`src/gsm_frame_bit_packer_core_assert.svh`:
```
// ---------------------------------------------------------------------------
// GSM frame bit packer assertion macros
// Shared concurrent assertion forms, clocked on clk and held off in reset.
// ---------------------------------------------------------------------------
`ifndef GSM_FRAME_BIT_PACKER_CORE_ASSERT_SVH
`define GSM_FRAME_BIT_PACKER_CORE_ASSERT_SVH

// same-cycle implication
`define GFBP_ASSERT_NOW(lbl, ant, cons, msg) \
	lbl: assert property (@(posedge clk) disable iff (!arst_n) (ant) |-> (cons)) \
		else $error(msg);

// next-cycle implication
`define GFBP_ASSERT_NEXT(lbl, ant, cons, msg) \
	lbl: assert property (@(posedge clk) disable iff (!arst_n) (ant) |=> (cons)) \
		else $error(msg);

`endif

```
`src/gfbp_pkg.sv`:
```
// ---------------------------------------------------------------------------
// GSM frame bit packer package
// Frame layout constants and the per-field bit width table.
// ---------------------------------------------------------------------------
package gfbp_pkg;

	localparam int FIELDS_PER_FRAME = 76;
	localparam int IDX_W            = $clog2(FIELDS_PER_FRAME);

	localparam logic [IDX_W-1:0] LAST_FIELD = IDX_W'(FIELDS_PER_FRAME - 1);

	localparam logic [7:0] SIGNATURE      = 8'h0d;
	localparam logic [2:0] SIGNATURE_BITS = 3'd4;

	typedef logic [IDX_W-1:0] field_idx_t;
	typedef logic [2:0]       bit_pos_t;
	typedef logic [6:0]       param_t;
	typedef logic [7:0]       frame_byte_t;

	localparam logic [2:0] FIELD_WIDTH [FIELDS_PER_FRAME] = '{
		3'd6, 3'd6, 3'd5, 3'd5, 3'd4, 3'd4, 3'd3, 3'd3,
		3'd7, 3'd2, 3'd2, 3'd6, 3'd3, 3'd3, 3'd3, 3'd3, 3'd3,
		3'd3, 3'd3, 3'd3, 3'd3, 3'd3, 3'd3, 3'd3, 3'd3,
		3'd7, 3'd2, 3'd2, 3'd6, 3'd3, 3'd3, 3'd3, 3'd3, 3'd3,
		3'd3, 3'd3, 3'd3, 3'd3, 3'd3, 3'd3, 3'd3, 3'd3,
		3'd7, 3'd2, 3'd2, 3'd6, 3'd3, 3'd3, 3'd3, 3'd3, 3'd3,
		3'd3, 3'd3, 3'd3, 3'd3, 3'd3, 3'd3, 3'd3, 3'd3,
		3'd7, 3'd2, 3'd2, 3'd6, 3'd3, 3'd3, 3'd3, 3'd3, 3'd3,
		3'd3, 3'd3, 3'd3, 3'd3, 3'd3, 3'd3, 3'd3, 3'd3
	};

	typedef struct packed {
		logic        valid;
		param_t      value;
	} in_stage_t;

endpackage

```
`src/gsm_frame_bit_packer_core.sv`:
```
// ---------------------------------------------------------------------------
// GSM frame bit packer core
// Packs the 76 coded parameters of a GSM full-rate frame into 33 bytes.
// ---------------------------------------------------------------------------
// Usage:
//   Input channel (in_valid, in_stall, param_value) takes one parameter item
//   per cycle, in frame order; only the low bits of each field's width count.
//   Output channel (out_valid, out_stall, frame_byte, last_of_frame) gives
//   each completed byte, earliest bit in bit 0; last_of_frame marks the 33rd.
//   A 4-bit signature 0x0d leads every frame.
//   An item is taken into the input register; the byte it completes is then
//   registered in the result register and shows on out_valid.
//   Throughput: one item per cycle unless out_stall holds a byte, set by the
//   combinational merge between the input register and the byte register.
//   Stall: while a byte waits under out_stall, the input register still
//   takes one item; further items see in_stall until the byte is taken.
//   Reset: arst_n clears the pending bits and starts at the first field.
// ---------------------------------------------------------------------------
module gsm_frame_bit_packer_core (
	input  logic                  clk,
	input  logic                  arst_n,
	input  logic                  in_valid,
	output logic                  in_stall,
	input  gfbp_pkg::param_t      param_value,
	output logic                  out_valid,
	input  logic                  out_stall,
	output gfbp_pkg::frame_byte_t frame_byte,
	output logic                  last_of_frame
);
	import gfbp_pkg::*;

	in_stage_t stage_s1;
	logic      advance;

	gfbp_in_stage u_in_stage (
		.clk         (clk),
		.arst_n      (arst_n),
		.in_valid    (in_valid),
		.in_stall    (in_stall),
		.param_value (param_value),
		.advance     (advance),
		.stage_s1    (stage_s1)
	);

	gfbp_packer u_packer (
		.clk           (clk),
		.arst_n        (arst_n),
		.stage_s1      (stage_s1),
		.advance       (advance),
		.out_valid     (out_valid),
		.out_stall     (out_stall),
		.frame_byte    (frame_byte),
		.last_of_frame (last_of_frame)
	);

endmodule

```
`src/gfbp_in_stage.sv`:
```
// ---------------------------------------------------------------------------
// GSM frame bit packer input stage
// Registers one parameter item and holds it until the packer takes it.
// ---------------------------------------------------------------------------
module gfbp_in_stage (
	input  logic               clk,
	input  logic               arst_n,
	input  logic               in_valid,
	output logic               in_stall,
	input  gfbp_pkg::param_t   param_value,
	input  logic               advance,
	output gfbp_pkg::in_stage_t stage_s1
);
	import gfbp_pkg::*;

	logic   valid_s1;
	param_t value_s1;

	assign in_stall = valid_s1 & ~advance;

	always_ff @(posedge clk or negedge arst_n) begin
		if (!arst_n) begin
			valid_s1 <= 1'b0;
		end else if (!in_stall) begin
			valid_s1 <= in_valid;
		end
	end

	always_ff @(posedge clk) begin
		if (!in_stall && in_valid) begin
			value_s1 <= param_value;
		end
	end

	assign stage_s1.valid = valid_s1;
	assign stage_s1.value = value_s1;

endmodule

```
`src/gfbp_packer.sv`:
```
// ---------------------------------------------------------------------------
// GSM frame bit packer merge stage
// Merges the masked field into the pending bits and registers each full byte.
// ---------------------------------------------------------------------------
module gfbp_packer (
	input  logic                    clk,
	input  logic                    arst_n,
	input  gfbp_pkg::in_stage_t     stage_s1,
	output logic                    advance,
	output logic                    out_valid,
	input  logic                    out_stall,
	output gfbp_pkg::frame_byte_t   frame_byte,
	output logic                    last_of_frame
);
	import gfbp_pkg::*;

	field_idx_t  field_idx_q;
	bit_pos_t    bit_pos_q;
	frame_byte_t acc_q;
	logic        out_valid_q;
	frame_byte_t byte_q;
	logic        last_q;

	field_idx_t  idx;
	logic        first;
	logic        last;
	logic [2:0]  width;
	param_t      mask;
	param_t      value;
	frame_byte_t base;
	bit_pos_t    pos;
	logic [14:0] merged;
	logic [3:0]  pos_sum;
	logic        emit;

	always_comb begin
		idx     = (field_idx_q > LAST_FIELD) ? '0 : field_idx_q;
		first   = (idx == '0);
		last    = (idx == LAST_FIELD);
		width   = FIELD_WIDTH[idx];
		mask    = 7'((8'd1 << width) - 8'd1);
		value   = stage_s1.value & mask;
		base    = first ? SIGNATURE : acc_q;
		pos     = first ? SIGNATURE_BITS : bit_pos_q;
		merged  = {7'd0, base} | ({8'd0, value} << pos);
		pos_sum = {1'b0, pos} + {1'b0, width};
		emit    = pos_sum[3];
	end

	assign advance = stage_s1.valid & (~out_valid_q | ~out_stall);

	always_ff @(posedge clk or negedge arst_n) begin
		if (!arst_n) begin
			field_idx_q <= '0;
			bit_pos_q   <= '0;
			acc_q       <= '0;
		end else if (advance) begin
			field_idx_q <= last ? '0 : idx + 1'b1;
			bit_pos_q   <= pos_sum[2:0];
			acc_q       <= emit ? {1'b0, merged[14:8]} : merged[7:0];
		end
	end

	always_ff @(posedge clk or negedge arst_n) begin
		if (!arst_n) begin
			out_valid_q <= 1'b0;
		end else if (advance && emit) begin
			out_valid_q <= 1'b1;
		end else if (!out_stall) begin
			out_valid_q <= 1'b0;
		end
	end

	always_ff @(posedge clk) begin
		if (advance && emit) begin
			byte_q <= merged[7:0];
			last_q <= last;
		end
	end

	assign out_valid     = out_valid_q;
	assign frame_byte    = byte_q;
	assign last_of_frame = last_q;

	`include "gsm_frame_bit_packer_core_assert.svh"

	`GFBP_ASSERT_NOW(a_idx_range, 1'b1, field_idx_q <= LAST_FIELD,
		"field index beyond frame")
	`GFBP_ASSERT_NOW(a_frame_aligned, field_idx_q == '0, bit_pos_q == '0,
		"frame start not on byte boundary")
	`GFBP_ASSERT_NEXT(a_last_emits, advance && last,
		out_valid_q && last_q && field_idx_q == '0, "last field did not end frame")
	`GFBP_ASSERT_NOW(a_no_overwrite, out_valid_q && out_stall, !advance,
		"held byte overwritten")

endmodule

```
`config.mk`:
```
export PLATFORM = sky130hd
export DESIGN_NAME = gsm_frame_bit_packer_core
export DESIGN_NICKNAME = d
export VERILOG_FILES = /design/src/gfbp_pkg.sv /design/src/gsm_frame_bit_packer_core.sv /design/src/gfbp_in_stage.sv /design/src/gfbp_packer.sv
export VERILOG_INCLUDE_DIRS = /design/src /design/src/src
export SDC_FILE = /design/constraint.sdc
export NUM_CORES = 1
export LEC_CHECK = 0
export BUFFER_PORTS_ARGS = -buffer_cell sky130_fd_sc_hd__buf_2
export CORE_MARGIN = 2
export CORE_UTILIZATION = 54
export CTS_CLUSTER_SIZE = 40
export DETAILED_ROUTE_END_ITERATION = 8
export PLACE_DENSITY = 0.82
export SYNTH_ARGS = -nofsm -noshare
export SYNTH_HDL_FRONTEND = slang
export SYNTH_SLANG_ARGS = --single-unit
```
`constraint.sdc`:
```
create_clock -name clk -period 3.8 [get_ports clk]
set_input_delay 0.76 -clock clk [delete_from_list [all_inputs] [get_ports clk]]
set_output_delay 0.76 -clock clk [all_outputs]
set_load 0.005 [all_outputs]
```
==> results.md, run 1 <==
- Status: finished clean
- Initial cell density of the core: ~56%
- Synth top area cells: dfrtp_1, edfxtp_1, nand2_1
- Clock Latency Late Sink: 290 ps
- Diode count: 0
- Crit path time final: 3607 ps
- Register area share after synthesis: around 37%
- EDFF count, synth: 16
- Nets: 324
- Net Switching: 1351 uW
- Endpoints failing hold: 0
- Core ar.: about 0.0047 mm2
- Most common cell in the netlist: nand2_1
- DIE AREA: 0.005432 mm2
- Yosys top cell area share: between 10% and 20%
- Max FO, Critical Path: 9
- Vias per cell: 6.398
- Max Clock Skew: 5.124 ps
- Largest net degree at the start of global routing: 21
- Vias in the first global route: ~2,100
- CTS HTree Levels: 2
- Post-Route WL: 6146 um
- # setup viols final: 0
- Max_slew headroom: 55.98%
- DRT antenna net count: 0
- CTS Buf Count: 5
- RSZ-0062 raised after global routing: no
- Worst min-delay path category: in -> async
- Drt initial violations: 268
- Met3 wire length: 452 um
- Highest metal used: met4
- Cell internal pwr: 1497 uW
- Comb power frac: 65.3%
- Seq cells post-synth: 36
- Synth Instances: 277
- Net Sw Frac: 47.44%
- Synth cell types: between 70 and 80
- CTS Sinks: 36
- Max frequency: ~0.28 GHz
- Syn nets: 299
- RD Place Congestion: roughly 0.95
- Register area: around 980 um2
- YS warnings: 0
- Global route total overflow: 0
- Setup crit end kind: flip-flop
- Final cycle utilization of the critical path: 94.91%
- Design area: slightly below 0.003 mm2
- Die height: 73.71 um
- PortBufs: 21
- Top_reg_cell synth: dfrtp_1
- Slew Viols, Final: 0
- Area post-placement: 0.002789 mm2
- DIE WIDTH: 73.71 um
- Multi-input logic area: 0.001496 mm2
- Metal1 wirelength: 2752 um
- Vias: 2,284
- First-pass GRT wire length: 10,330 um
- DP HPWL: around 4500 um
- Post-route insts no fill: approximately 360
- Placed Cells: 348
- Total global-route track usage: 25.09%
- Synthesized area: 0.002624 mm2
- Synth async-reset ratio: 55.56%
- Site Rows: 25
- TritonCTS clock tree: done
- Reg power frac: 25.0%
- Metal2 WL: 2772 um
- Root buf cell: clkbuf_8
- Clk buf depth: 2
- CP Launch Type: flip-flop
- P&R area growth vs syn: 10.16%
- Most frequent cells after synthesis: nand2_1, nor2_1, dfrtp_1
- Setup TNS: 0 ps
- Synth area leader: dfrtp_1
- Share of post-route cells with drive strength above 1: 22.44%
- Slew @ Worst Pin: 660.4 ps
- Fillers: 359
- Remaining DRCs: 0
- Worst EP arrival: 3820 ps
- Req. time, crit path: 4010 ps
- Total power: ~2800 uW
- # IOs: 22
- Avg Cell Area, Syn: ~9.5 um2
- DRT Pass-1 Iters: 5
- VDD IR max: ~0.46 mV
- Lkg Pwr: 0.001242 uW
- Clock power frac: under 10%
- Avg WL per Cell: between 15 and 20 um
- MaxCap Viol Count: 0
- Clock-pin transition on the worst setup and hold timing paths: 70 ps
- Total power per unit cell area: 985.6 mW/mm2
- Antenna violations before repair: 0
- Crit path kind: reg -> reg
registers in the layout (all words and copies together), names as in the netlist:
| signal | flops |
|---|---|
| u_in_stage.valid_s1 | 1 |
| u_packer.field_idx_q | 7 |
| u_packer.bit_pos_q | 3 |
| u_packer.frame_byte | 8 |
| u_packer.out_valid | 1 |
| u_packer.last_of_frame | 1 |
| u_packer.acc_q | 8 |
| u_in_stage.value_s1 | 7 |
cell usage in the layout (no fill, tap or decap), types with 6 or more instances in the layout:
cell type and n:
nand3_1 14, nor2_1 23, clkbuf_8 6, buf_4 13, edfxtp_1 16, dfrtp_1 20
o21ai_0 10, a21o_1 6, o31ai_1 6, ha_1 10, inv_1 9, buf_2 21
a21oi_1 10, nand2_1 34
per-stage QoR:
step                utilization [%]  hold slack, ps  setup WS [ps]
finish                        61.60           422.7          193.5
global route                  61.60           446.2          9.730
CTS                           61.36           437.4          195.9
detailed placement            59.44           491.4          224.9
global placement              59.44           500.4          292.7
floorplan                         -           464.4          230.4
timing repair:
action	in CTS	in global routing
hold buffers	0	0
setup endpoints to repair	0	3
resized for setup	0	2
setup buffers	0	1
worst paths after layout:
path | startpoint | to | slack, ps | cells past startpoint
min | arst_n | u_packer.acc_q[6]$_DFFE_PN0P_ | 420 | 1
min in group clk | u_packer.acc_q[6]$_DFFE_PN0P_ | u_packer.acc_q[6]$_DFFE_PN0P_ | 510 | 1
min reg2reg | u_packer.acc_q[6]$_DFFE_PN0P_ | u_packer.acc_q[6]$_DFFE_PN0P_ | 510 | 1
max in group asynchronous | arst_n | u_packer.out_valid$_DFFE_PN0P_ | 3040 | 1
max reg2reg | u_packer.field_idx_q[2]$_DFFE_PN0P_ | u_packer.acc_q[4]$_DFFE_PN0P_ | 190 | 15
max | u_packer.field_idx_q[2]$_DFFE_PN0P_ | u_packer.acc_q[4]$_DFFE_PN0P_ | 190 | 15
worst max-delay path, stage by stage (launching register included):
cell      delay (ps)
dfrtp_1          390
a211o_4          370
nand2_1          130
nand2_1          130
ha_1             220
mux2_1           290
a211o_1          300
o211ai_2          80
o21a_2           210
inv_2            100
ha_1             330
a21oi_1          250
buf_4            190
a31oi_1           50
a311o_1          340
o21ai_1          140
power groups by stage:
stage	Combinational, uW	Clock [uW]	Sequential [uW]
5_1_grt	2040	302	730
3_5_place_dp	1820	0	713
2_1_floorplan	1400	0	699
4_1_cts	1830	284	706
3_3_place_gp	1800	0	709
6_report	1860	277	711
per-layer routing:
metal  global-route usage [%]  vias to the layer above
li1                         -                     1084
met1                    36.02                     1066
met2                    35.02                      116
met3                    7.270                       18
met4                    10.71                        0
met5                        0                        -
cell families (layout without fill, tap and decap cells):
logic type / after synthesis / in the layout / synth area share (%)
AOI/OAI and AO/OA: 88 / 88 / 27.71
xor gates and xnor gates: 2 / 2 / 0.6677
adders and majority gates: 11 / 11 / 5.532
buffers and inverters: 30 / 56 / 5.817
DFF: 36 / 36 / 37.39
muxes: 7 / 7 / 2.956
and+or+nand+nor: 103 / 103 / 19.93
layout make-up:
cell class	count	share of cell area, %
inverters	14	1.818
flip-flops and latches	36	33.94
repair buffers	34	7.013
multi-input cells	211	51.78
clock buffers	8	3.117
well taps	54	2.338
Power figures use the tool's default switching activity.
==> inputs of run 2 (changes only) <==
Settings changed: RECOVER_POWER from default to 25.
==> results.md, run 2 (synthesis results as in run 1) <==
- Total global-route track usage: 25.09%
- Place WS: 224.9 ps
- Hold slack: 505.6 ps
- Crit path time final: 3607 ps
- # IOs: 22
- Core ar.: 0.004692 mm2
- Site Rows: 25
- DRT antenna net count: 0
- Slowest CP cell: dfrtp_1
- First-pass GRT wire length: just over 10,000 um
- Setup TNS: 0 ps
- Status: finished clean
- Share of post-route cells with drive strength above 1: 22.11%
- Setup ws final: ~190 ps
- Initial cell density of the core: 55.92%
- Post-route insts no fill: 357
- Max frequency: about 0.28 GHz
- DIE AREA: 0.005432 mm2
- RSZ-0062 raised after global routing: no
- Clk buf depth: 2
- Slew @ Worst Pin: around 1200 ps
- Root buf cell: clkbuf_8
- Max stage delay on crit path: 390 ps
- Clock-pin transition on the worst setup and hold timing paths: 70 ps
- VDD IR max: 0.4611 mV
- DRT Pass-1 Iters: 5
- Max_slew headroom: around 22%
- Lkg Pwr: between 0.001 and 0.0015 uW
- Req. time, crit path: 4010 ps
- Vias: 2,284
- Endpoints failing hold: 0
- Remaining DRCs: 0
- DP HPWL: around 4500 um
- CTS Sinks: 36
- Placed Cells: roughly 350
- DIE WIDTH: between 70 and 80 um
- Most common cell after layout, fill and taps aside: nand2_1
- CP Launch Type: flip-flop
- Setup crit end kind: flip-flop
- Slew Viols, Final: 0
- GR Util met1: 36.02%
- Total power: 2849 uW
- Post-Route WL: 6143 um
- Vias in the first global route: between 2,000 and 2,500
- MaxCap Viol Count: 0
- Final cycle utilization of the critical path: around 95%
- # setup viols final: 0
- Crit path kind: reg -> reg
- P&R area growth vs syn: 10.11%
- Total power per unit cell area: roughly 990 mW/mm2
- M3 GR Usage: 7.270%
- GRT met2 Usage: 35.02%
- CTS HTree Levels: 2
- TritonCTS clock tree: done
- Drt initial violations: 268
- Max FO, Critical Path: 9
- RD Place Congestion: 0.9477
- Diode count: 0
- Vias per cell: 6.398
- Largest net degree at the start of global routing: 21
- Max Clock Skew: 5.150 ps
- Nets: 324
- Leading cell types in the layout, fill and taps excluded: nand2_1, nor2_1, buf_2, dfrtp_1, edfxtp_1
- Die height: ~74 um
- Global route hottest layer: met1
- Global route total overflow: 0
- CTS Buf Count: 5
- Antenna violations before repair: 0
- Fillers: 360
- Worst min-delay path category: reg -> reg
- Worst EP arrival: 3820 ps
- Avg WL per Cell: 17.21 um
- Worst-path cell chain: a211o_4 > nand2_1 > nand2_1 > ha_1 > mux2_1 > a211o_1 > o211ai_2 > o21a_2 > inv_2 > ha_1 > a21oi_1 > buf_4 > a31oi_1 > a311o_1 > o21ai_1
- Clock Latency Late Sink: just under 300 ps
- PortBufs: 21
## run 2: cell count changes in the layout (fill, tap and decap cells not counted)
cell / change
buf_2: -1
clkbuf_1: +1
## run 2: repair_timing
action                                  in CTS  in global routing
gates resized for setup                      0                  2
setup buffers                                0                  1
hold buffers                                 0                  0
endpoints found under the setup margin       0                  3
## run 2: layout make-up
type	count	area [um2]	area share, %
clock buffer	8	90.09	3.118
tap	54	67.56	2.339
timing repair buffer	34	201.4	6.973
sequential	36	980.9	33.95
multi-input combinational	211	1496	51.80
inverter	14	52.55	1.819
## run 2: per-stage QoR
step | util [%] | area (um2)
global route | 61.57 | 2889
detailed placement | 59.44 | 2789
finish | 61.57 | 2889
CTS | 61.36 | 2879
global placement | 59.44 | 2789
floorplan | - | 2626
## run 2: path summary, 6_finish.rpt
kind / slack, ps / cells after the start / from / to
hold / removal: 510 / 1 / u_packer.acc_q[6]$_DFFE_PN0P_ / u_packer.acc_q[6]$_DFFE_PN0P_
setup reg to reg: 190 / 15 / u_packer.field_idx_q[2]$_DFFE_PN0P_ / u_packer.acc_q[4]$_DFFE_PN0P_
hold reg to reg: 510 / 1 / u_packer.acc_q[6]$_DFFE_PN0P_ / u_packer.acc_q[6]$_DFFE_PN0P_
max in group asynchronous: 2410 / 1 / arst_n / u_packer.out_valid$_DFFE_PN0P_
setup / recovery: 190 / 15 / u_packer.field_idx_q[2]$_DFFE_PN0P_ / u_packer.acc_q[4]$_DFFE_PN0P_
min in group asynchronous: 680 / 1 / arst_n / u_packer.acc_q[6]$_DFFE_PN0P_
## run 2: critical path: cells and delay by family (launching register included)
family	cells	cell delay, ps
compound gates	8	1740
fa+ha+maj	2	550
flops	1	390
buf+inv	2	290
mux	1	290
simple gates	2	260
## run 2: where the power goes
| group | switching [uW] | total (uW) | internal (uW) | leakage (uW) |
|---|---|---|---|---|
| Clock | 130 | 277 | 148 | 0.0000455 |
| Combinational | 1110 | 1860 | 749 | 0.000798 |
| Sequential | 111 | 711 | 600 | 0.000395 |
| Total | 1350 | 2850 | 1500 | 0.00124 |
## run 2: routing by layer
layer / vias up / wire [um]
met4: 0 / 169
met2: 116 / 2771
li1: 1084 / -
met5: - / 0
met1: 1066 / 2750
met3: 18 / 452
